==> src/design/assert_macros.svh <==
// Assertion macros shared by the sorted list design.
`ifndef ASSERT_MACROS_SVH
`define ASSERT_MACROS_SVH

// A property that must hold at every clock edge outside reset.
`define SLSI_ASSERT(name, prop, msg) \
	name: assert property (@(posedge clk) disable iff (!arst_n) (prop)) \
		else $error(msg);

// When the antecedent holds, the consequent must hold in the cycle after.
`define SLSI_ASSERT_NEXT(name, ante, cons, msg) \
	name: assert property (@(posedge clk) disable iff (!arst_n) (ante) |=> (cons)) \
		else $error(msg);

`endif

==> src/design/slsi_pkg.sv <==
// Types and constants shared by the sorted list insert and delete design.
package slsi_pkg;

	localparam int CAPACITY_DEF = 16;

	typedef enum logic [1:0] {
		OP_INSERT = 2'd0,
		OP_DELETE = 2'd1,
		OP_READ   = 2'd2,
		OP_NOP    = 2'd3
	} opcode_t;

	typedef enum logic [1:0] {
		ST_OK        = 2'd0,
		ST_NOT_FOUND = 2'd1,
		ST_FULL      = 2'd2,
		ST_RANK      = 2'd3
	} status_t;

	typedef enum logic [1:0] {
		PH_IDLE,
		PH_CMP,
		PH_UPD
	} phase_t;

	typedef struct packed {
		opcode_t            opcode;
		logic signed [31:0] value;
		logic [3:0]         rank;
	} req_t;

	typedef struct packed {
		status_t            status;
		logic signed [31:0] read_value;
		logic [4:0]         count;
		logic               empty_res;
	} rsp_t;

	// Broadcast from the controller to every cell of the chain.
	typedef struct packed {
		logic               cmp_en;
		logic               ins_en;
		logic               del_en;
		logic signed [31:0] value;
	} cell_ctl_t;

endpackage

==> src/design/slsi_cell.sv <==
// One cell of the sorted chain: holds a single entry and its compare flags.
module slsi_cell (
	input  logic                clk,
	input  logic                arst_n,
	input  slsi_pkg::cell_ctl_t ctl,
	input  logic                occ,
	input  logic                at_end,
	input  logic                left_gt,
	input  logic signed [31:0]  left_val,
	input  logic signed [31:0]  right_val,
	output logic signed [31:0]  val,
	output logic                gt,
	output logic                eq
);

	logic signed [31:0] val_q;
	logic               gt_q;
	logic               eq_q;

	// Flags are taken in the compare cycle and used in the update cycle.
	always_ff @(posedge clk or negedge arst_n) begin
		if (!arst_n) begin
			gt_q <= 1'b0;
			eq_q <= 1'b0;
		end else if (ctl.cmp_en) begin
			gt_q <= occ && (val_q > ctl.value);
			eq_q <= occ && (val_q == ctl.value);
		end
	end

	// An insert moves every larger entry up by one; the first larger cell, or the
	// first free cell when none is larger, takes the new value. A delete pulls the
	// matching entry and everything above it down by one.
	always_ff @(posedge clk) begin
		if (ctl.ins_en) begin
			if (left_gt) begin
				val_q <= left_val;
			end else if (gt_q || at_end) begin
				val_q <= ctl.value;
			end
		end else if (ctl.del_en && (eq_q || gt_q)) begin
			val_q <= right_val;
		end
	end

	assign val = val_q;
	assign gt  = gt_q;
	assign eq  = eq_q;

endmodule

==> src/design/sorted_list_insert_delete_top.sv <==
// Sorted list top level: a chain of cells that keeps signed values in order.
//
// The block holds up to CAPACITY signed 32-bit values in ascending order in a
// row of cells. Each request (insert, delete or read by rank) has a compare
// step, in which every cell compares its entry with the broadcast value at
// once, and then an update step, in which the cells shift by one place towards
// or away from the insertion or match point while the result is formed. A new
// request is taken in the same cycle as the update of the one before, but not
// during its compare step. Each request gives exactly one result, held in an
// output register, so a request may be taken while the previous result still
// waits; the update step waits only while that register is occupied and its
// result is stalled. Every result carries a status, the entry count after the
// operation (its low five bits) and an empty flag. Inserting into a full list,
// deleting a value that is not present and reading at a rank not below the
// count give an error status and leave the list unchanged.
`include "assert_macros.svh"

module sorted_list_insert_delete_top #(
	parameter int CAPACITY = slsi_pkg::CAPACITY_DEF
) (
	input  logic           clk,
	input  logic           arst_n,
	input  logic           req_valid,
	output logic           req_stall,
	input  slsi_pkg::req_t req,
	output logic           rsp_valid,
	input  logic           rsp_stall,
	output slsi_pkg::rsp_t rsp
);

	localparam int CW   = $clog2(CAPACITY + 1);
	localparam int CXW  = CW + 5;
	localparam int RW   = (CW > 4) ? CW : 4;
	localparam int RD_N = (CAPACITY < 16) ? CAPACITY : 16;
	localparam logic [CW-1:0] CAP_C = CW'(CAPACITY);

	slsi_pkg::phase_t   phase_q;
	slsi_pkg::phase_t   phase_d;
	slsi_pkg::req_t     req_s1;
	slsi_pkg::rsp_t     rsp_q;
	slsi_pkg::rsp_t     rsp_d;
	slsi_pkg::cell_ctl_t ctl;
	logic               rsp_valid_q;
	logic [CW-1:0]      count_q;
	logic [CW-1:0]      count_d;
	logic [CXW-1:0]     count_ext;
	logic               accept;
	logic               upd_go;
	logic               full;
	logic               found;
	logic               rank_ok;
	logic [RW-1:0]      rank_x;
	logic [RW-1:0]      count_x;
	logic signed [31:0] rd_val;
	logic signed [31:0] cell_val [CAPACITY];
	logic [CAPACITY-1:0] cell_gt;
	logic [CAPACITY-1:0] cell_eq;

	// The update step completes only when the output register is free or is
	// being emptied in this cycle.
	assign upd_go    = (phase_q == slsi_pkg::PH_UPD) && (!rsp_valid_q || !rsp_stall);
	assign req_stall = !((phase_q == slsi_pkg::PH_IDLE) || upd_go);
	assign accept    = req_valid && !req_stall;

	always_ff @(posedge clk or negedge arst_n) begin
		if (!arst_n) begin
			phase_q <= slsi_pkg::PH_IDLE;
		end else begin
			phase_q <= phase_d;
		end
	end

	always_comb begin
		phase_d = phase_q;
		if (accept) begin
			phase_d = slsi_pkg::PH_CMP;
		end else begin
			case (phase_q)
				slsi_pkg::PH_CMP: phase_d = slsi_pkg::PH_UPD;
				slsi_pkg::PH_UPD: phase_d = upd_go ? slsi_pkg::PH_IDLE : slsi_pkg::PH_UPD;
				default:          phase_d = slsi_pkg::PH_IDLE;
			endcase
		end
	end

	// The request is held through its compare and update steps.
	always_ff @(posedge clk) begin
		if (accept) begin
			req_s1 <= req;
		end
	end

	assign full  = (count_q == CAP_C);
	assign found = |cell_eq;

	// Control broadcast to the whole chain.
	always_comb begin
		ctl.cmp_en = (phase_q == slsi_pkg::PH_CMP);
		ctl.ins_en = upd_go && (req_s1.opcode == slsi_pkg::OP_INSERT) && !full;
		ctl.del_en = upd_go && (req_s1.opcode == slsi_pkg::OP_DELETE) && found;
		ctl.value  = req_s1.value;
	end

	// The chain of cells. Occupancy follows from the count, so a cell needs no
	// valid bit of its own.
	for (genvar i = 0; i < CAPACITY; i++) begin : g_cell
		localparam logic [CW-1:0] IDX = CW'(i);
		logic               left_gt;
		logic signed [31:0] left_val;
		logic signed [31:0] right_val;

		if (i == 0) begin : g_first
			assign left_gt  = 1'b0;
			assign left_val = '0;
		end else begin : g_inner
			assign left_gt  = cell_gt[i-1];
			assign left_val = cell_val[i-1];
		end

		if (i == CAPACITY - 1) begin : g_last
			assign right_val = '0;
		end else begin : g_body
			assign right_val = cell_val[i+1];
		end

		slsi_cell u_cell (
			.clk       (clk),
			.arst_n    (arst_n),
			.ctl       (ctl),
			.occ       (IDX < count_q),
			.at_end    (IDX == count_q),
			.left_gt   (left_gt),
			.left_val  (left_val),
			.right_val (right_val),
			.val       (cell_val[i]),
			.gt        (cell_gt[i]),
			.eq        (cell_eq[i])
		);
	end

	// Reading by rank only reaches the lowest sixteen cells, or all when fewer.
	always_comb begin
		rd_val = '0;
		for (int k = 0; k < RD_N; k++) begin
			if (req_s1.rank == 4'(k)) begin
				rd_val = rd_val | cell_val[k];
			end
		end
	end

	assign rank_x  = RW'(req_s1.rank);
	assign count_x = RW'(count_q);
	assign rank_ok = (rank_x < count_x);

	// Result and new count of the request in its update cycle.
	always_comb begin
		count_d        = count_q;
		rsp_d.status   = slsi_pkg::ST_OK;
		rsp_d.read_value = '0;
		case (req_s1.opcode)
			slsi_pkg::OP_INSERT: begin
				if (full) begin
					rsp_d.status = slsi_pkg::ST_FULL;
				end else begin
					count_d = count_q + 1'b1;
				end
			end
			slsi_pkg::OP_DELETE: begin
				if (found) begin
					count_d = count_q - 1'b1;
				end else begin
					rsp_d.status = slsi_pkg::ST_NOT_FOUND;
				end
			end
			slsi_pkg::OP_READ: begin
				if (rank_ok) begin
					rsp_d.read_value = rd_val;
				end else begin
					rsp_d.status = slsi_pkg::ST_RANK;
				end
			end
			default: begin
				rsp_d.status = slsi_pkg::ST_OK;
			end
		endcase
		count_ext       = CXW'(count_d);
		rsp_d.count     = count_ext[4:0];
		rsp_d.empty_res = (count_d == '0);
	end

	always_ff @(posedge clk or negedge arst_n) begin
		if (!arst_n) begin
			count_q     <= '0;
			rsp_valid_q <= 1'b0;
		end else begin
			if (upd_go) begin
				count_q     <= count_d;
				rsp_valid_q <= 1'b1;
			end else if (!rsp_stall) begin
				rsp_valid_q <= 1'b0;
			end
		end
	end

	always_ff @(posedge clk) begin
		if (upd_go) begin
			rsp_q <= rsp_d;
		end
	end

	assign rsp_valid = rsp_valid_q;
	assign rsp       = rsp_q;

	// The list never holds more entries than it has cells.
	`SLSI_ASSERT(a_count_bound, count_q <= CAP_C, "entry count exceeds capacity")
	// An insert into a full list leaves the count alone.
	`SLSI_ASSERT_NEXT(a_full_hold, upd_go && (req_s1.opcode == slsi_pkg::OP_INSERT) && full, $stable(count_q), "count changed on insert into full list")
	// A successful delete removes exactly one entry.
	`SLSI_ASSERT_NEXT(a_del_count, ctl.del_en, count_q == CW'($past(count_q) - 1'b1), "delete did not remove one entry")
	// A result appears only after an update step has completed.
	`SLSI_ASSERT(a_rsp_origin, $rose(rsp_valid_q) |-> $past(upd_go), "result without update step")

endmodule

==> config.mk <==
export PLATFORM = sky130hd
export DESIGN_NAME = sorted_list_insert_delete_top
export DESIGN_NICKNAME = d
export VERILOG_FILES = /design/src/design/slsi_pkg.sv /design/src/design/slsi_cell.sv /design/src/design/sorted_list_insert_delete_top.sv
export VERILOG_INCLUDE_DIRS = /design/src /design/src/design
export SDC_FILE = /design/constraint.sdc
export NUM_CORES = 2
export LEC_CHECK = 0
export BUFFER_PORTS_ARGS = -buffer_cell sky130_fd_sc_hd__buf_2
export CORE_ASPECT_RATIO = 0.8
export CORE_UTILIZATION = 33
export DETAILED_ROUTE_END_ITERATION = 12
export GPL_ROUTABILITY_DRIVEN = 0
export PLACE_DENSITY_LB_ADDON = 0.08
export SYNTH_ARGS = -nofsm -noshare
export SYNTH_HDL_FRONTEND = slang
export SYNTH_HIERARCHICAL = 1
export SYNTH_SLANG_ARGS = --single-unit
==> constraint.sdc <==
create_clock -name clk -period 5.35 [get_ports clk]
set_input_delay 0.8025 -clock clk [delete_from_list [all_inputs] [get_ports clk]]
set_output_delay 0.8025 -clock clk [all_outputs]
set_load 0.03 [all_outputs]
Word level (Yosys, flattened, before mapping)

Cells that the tools add are included.

Register bits after elaboration: 630
Bits of input ports: 42
Output and inout bits: 42
Logic and storage cells: 398

$add $sub $neg: 2
$lt $le $gt $ge: 33
Eq/ne operators: 68
Muxes and demuxes: 91
Bitwise logic cells: 15
Reduce and logical (&&, ||, !) cells: 131

Operator list:

| operator                                          | count |
|---|---|
| 2-to-1 mux 32 bit                                 | 79 |
| == test 32 bit                                    | 16 |
| greater-than comparator 32 bit                    | 16 |
| OR 32 bit                                         | 15 |
| logical AND 1 bit                                 | 54 |
| != test 3 x 1 -> 1 bit, second input constant     | 15 |
| == test 4 x 5 -> 1 bit, first input constant      | 8 |
| < comparator 4 x 5 -> 1 bit, first input constant | 8 |
| logical OR 1 bit                                  | 34 |
| AND reduction 2 bit                               | 17 |
| == test 4 bit, second input constant              | 8 |
| nonzero test 2 bit                                | 16 |
| == test 3 x 5 -> 1 bit, first input constant      | 4 |
| < comparator 3 x 5 -> 1 bit, first input constant | 4 |
| == test 4 x 3 -> 1 bit, second input constant     | 4 |
| OR reduction 16 bit                               | 1 |
| == test 2 x 5 -> 1 bit, first input constant      | 2 |
| zero test 5 bit                                   | 2 |
| < comparator 1 x 5 -> 1 bit, first input constant | 2 |
| < comparator 2 x 5 -> 1 bit, first input constant | 2 |
| 2-to-1 mux 5 bit                                  | 2 |
| case mux 5 bit (2 select lines)                   | 1 |
| == test 4 x 2 -> 1 bit, second input constant     | 2 |
| 2-to-1 mux 2 bit                                  | 4 |
| 15 further kinds                                  | 24 |

Depth between registers and ports, before layout

Word-level depth: 32
Mapped depth: 11
Gate-level depth less buffers: 8

Modules after synthesis

Netlist, hierarchy kept.

By module, submodules not included:

| module                        | times used | cells an instance | area each (µm²) | sequential area each (µm²) |
|---|---|---|---|---|
| slsi_cell                     | 16         | 268               | 2567.5          | 1011.0 |
| sorted_list_insert_delete_top | 1          | 748               | 7061.8          | 2542.4 |

Least setup slack after synthesis

Ideal clock, no wire load.

Kind: reg-to-reg
Start: reg count_q[1]
End: reg g_cell[0].u_cell.val_q[0] (enable)
Library setup time: 425 ps
Arrival time: 4718 ps
Required time: 4925 ps
Slack: 207 ps
Stages on the path, launching flop included: 12
Buffers on the path: 4
Period minus slack after synthesis: 5143 ps
Cell sequence: dfrtp_1 clkbuf_1 inv_1 ha_1 nor4bb_4 or3_1 clkbuf_1 nor2_1 clkbuf_1 clkbuf_1 o31ai_1 o21ai_1

RTL lines:

| item                   | line                                 | text |
|---|---|---|
| start, declared        | sorted_list_insert_delete_top.sv:44  | `logic [CW-1:0] count_q;` |
| start signal, assigned | sorted_list_insert_delete_top.sv:197 | `count_q <= count_d;` |
| end signal, assigned   | slsi_cell.sv:37                      | `val_q <= left_val;` |
| end signal, assigned   | slsi_cell.sv:39                      | `val_q <= ctl.value;` |
| end signal, assigned   | slsi_cell.sv:42                      | `val_q <= right_val;` |
| end, declared          | slsi_cell.sv:16                      | `logic signed [31:0] val_q;` |

==> metrics.txt <==
cell depth of the worst setup path=8; count of pins over their slew limit=0; residual overflow from global routing=0; most used standard cell by instance count after synthesis=sky130_fd_sc_hd__a21oi_1; Die Outline Area=0.1474 mm²; delay of the slowest cell on the worst path=770 ps; final worst path period need=4080 ps; commonest cells in the netlist=sky130_fd_sc_hd__a21oi_1 (743), sky130_fd_sc_hd__nor2_1 (627), sky130_fd_sc_hd__edfxtp_1 (590), sky130_fd_sc_hd__inv_1 (555), sky130_fd_sc_hd__ha_1 (523); reg2reg setup slack=1270 ps; Syn Std Cell Area=0.04814 mm²; wire length of the first global-routing pass=274000 µm; status=complete, no violations; initial antenna violation count=4; power density relative to cell area=280.0 mW/mm²; initial core utilization=33.47%; fraction of layout cells with a size suffix above 1=8.590%; vias per inst=5.628; share of the cycle needed by the critical path after routing=76.27%; Slowest cell on crit path=sky130_fd_sc_hd__nor2_4; crit end category=register; routed vias=39748; largest family of logic cells by synthesized area=compound AO/OA/AOI/OAI gates; Max Clk Rate=245.1 MHz; largest delay contributor family on the critical path=simple AND/OR/NAND/NOR gates; Required @ worst endpoint=5740 ps; classification of the worst-slack hold path=input port to asynchronous set/reset pin; core area=0.1438 mm²; number of search-and-repair iterations in the first detailed-routing pass=6; multiplexer area fraction after synthesis=10.74%; number of cells in the finished layout apart from fillers=7062; count of synthesis-stage warnings from yosys=6; CTS root buffer=sky130_fd_sc_hd__clkbuf_16; Synth Area in Simple Gates=13.03%; worst endpoint data arrival time=4470 ps; FF+latch count, synth=630; starting DRC count in detailed routing=4539; CTS tree=done; measured slew at the worst slew-check pin=1239 ps; mean post-synth cell area=9.559 µm²; count of flip-flops with a built-in enable after synthesis=590; count of buffering cells on the critical path with inverters included=3; Row Count=124; buffer depth of the longest clock path=3; post-cts sizing count=0; Area growth syn-to-layout=11.41%; met3 wire length=18150 µm; maximum number of pins on one net before global-route repair=162; dominant cells by area after synthesis=sky130_fd_sc_hd__edfxtp_1 (37%), sky130_fd_sc_hd__ha_1 (14%), sky130_fd_sc_hd__mux2i_1 (11%), sky130_fd_sc_hd__a21oi_1 (7.7%), sky130_fd_sc_hd__nor2_1 (4.9%); Worst Reg2Reg Path Length in Cells=8; prevailing post-synth register cell=sky130_fd_sc_hd__edfxtp_1; Clk pin slew, worst setup/hold paths=60 ps; Max Used Layer=met4; Final Net Count=5671; routed length on met2=74270 µm; Total Neg Setup Slack=0 ps; synthesized instance count=5036; worst clock skew=34.50 ps; Post-synth ARST share=6.349%; GRT Total Usage=25.72%; Cells after DPL=6914; vias in the first global route=36868; post-CTS setup repair buffer count=0; Lkg Pwr=21.59 nW; Setup Viol. Count Final=0; Worst IR Drop VDD=0.0002155 V; number of I/O port buffers=83; library cell with the largest summed area after synthesis=sky130_fd_sc_hd__edfxtp_1; vertical die dimension=343.6 µm; adder and majority gate portion of the synthesized area=13.59%; DRC violation count after routing=0; fill cell count=14371; Synth top area share=36.80%; destination of the worst register-to-register timing path=g_cell[6].u_cell/val[11]; Top Ports=84; path type of the worst setup path=register to register; post-route ant nets=0; Num CTS Buffers=80; number of levels in the clock H-tree=3; Crit Path Max Fanout=161; sequential area share after synthesis=38.88%; detailed-placement wirelength estimate=147100 µm; hold bufs inserted after CTS=0; share of the synthesized netlist area taken by xor and xnor gates=0.05458%; final hold vios=0; number of maximum-capacitance violations=0; CTS sink count=630; wire length after detailed routing=194300 µm; remaining max-slew budget at the tightest pin=17.12%; Horiz. Die Dim=429.0 µm; setup repair after global routing missed its margin=no; count of distinct cell types in the synthesized netlist=61; final worst hold slack=213.4 ps; routed length per instance=27.51 µm; length of routed wiring on met1=98340 µm; Synth Area in Compound Gates=16.96%; cells along the critical path=inv_1, ha_1, nor4bb_4, or3_1, nor2_4, buf_4, buf_12, a21oi_1; kind of start point of the critical path=register; source of the worst register-to-register timing path=count_q[1]; clock insertion delay at the later pin of the skew report=710 ps
-- final cells by class --
| class | instances | area [µm²] | share of cell area [%] |
|---|---|---|---|
| Antenna cell | 3 | 7.507 | 0.01400 |
| Timing Repair Buffer | 188 | 1291 | 2.408 |
| Clock buffer | 105 | 2138 | 3.987 |
| Sequential cell | 630 | 18740 | 34.93 |
| Tap cell | 1890 | 2365 | 4.409 |
| Clock inverter | 40 | 325.3 | 0.6065 |
| Inverter | 555 | 2083 | 3.884 |
| Multi-Input combinational cell | 3651 | 26690 | 49.76 |
-- worst max-delay path by stage --
stage | to | from
2_1_floorplan | g_cell[0].u_cell/val[0] | count_q[1]
3_3_place_gp | g_cell[6].u_cell/val[4] | count_q[1]
3_5_place_dp | g_cell[6].u_cell/val[11] | count_q[1]
4_1_cts | g_cell[6].u_cell/val[11] | count_q[1]
5_1_grt | g_cell[13].u_cell/val[10] | count_q[1]
6_report | g_cell[6].u_cell/val[11] | count_q[1]
-- layer usage --
layer	track usage [%]	vias up
li1	-	18728
met1	40.42	19413
met2	34.24	1444
met3	6.860	163
met4	5.115	0
met5	0	-
-- worst reg2reg max path: cells and delay by family, from the launching register on --
| kind | cells | cell delay (ps) |
|---|---|---|
| AND/OR/NAND/NOR | 3 | 1410 |
| flip-flops | 1 | 580 |
| AO/OA/AOI/OAI | 1 | 310 |
| buffers and inverters | 3 | 1220 |
| adder cells (fa/ha/maj) | 1 | 270 |
-- stage by stage --
stage	instance area [µm²]	util (%)	total power (W)	setup slack, ps
floorplan	48380	-	0.008508	206.5
global placement	51160	35.57	0.009640	1550
detailed placement	51160	35.57	0.009680	1445
CTS	53630	37.29	0.01511	1429
global route	53630	37.29	0.01564	1098
finish	53630	37.29	0.01502	1270
-- registers in the layout, summed over array words and instances, names as in the netlist --
register / flops
g_cell.u_cell/eq: 16
ctl: 32
rank_x: 4
rsp_valid: 1
count_q: 5
rsp: 40
g_cell.u_cell/val: 512
phase_q: 2
g_cell.u_cell/gt: 16
req_s1: 2
-- power breakdown --
part	internal, W	switching, W
combinational	0.00140	0.00257
sequential	0.00551	0.000176
clock	0.00301	0.00236
total	0.00991	0.00511
-- cell families after synthesis --
kind of cell,count (synthesis)
and+or+nand+nor,1197
xor gates and xnor gates,3
AOI/OAI and AO/OA,1347
adders and majority gates,523
other,1
buffers and inverters,819
DFF,630
muxes,516
-- placed cells by master, fill, tap and decap left out, types with 96 or more instances in the layout --
master	n
sky130_fd_sc_hd__a21oi_1	743
sky130_fd_sc_hd__nand4_1	96
sky130_fd_sc_hd__buf_4	98
sky130_fd_sc_hd__mux2i_1	513
sky130_fd_sc_hd__edfxtp_1	590
sky130_fd_sc_hd__a22oi_1	272
sky130_fd_sc_hd__inv_1	553
sky130_fd_sc_hd__nand2_1	182
sky130_fd_sc_hd__nor2_1	625
sky130_fd_sc_hd__ha_1	523
(Power assumes the default switching activity.)
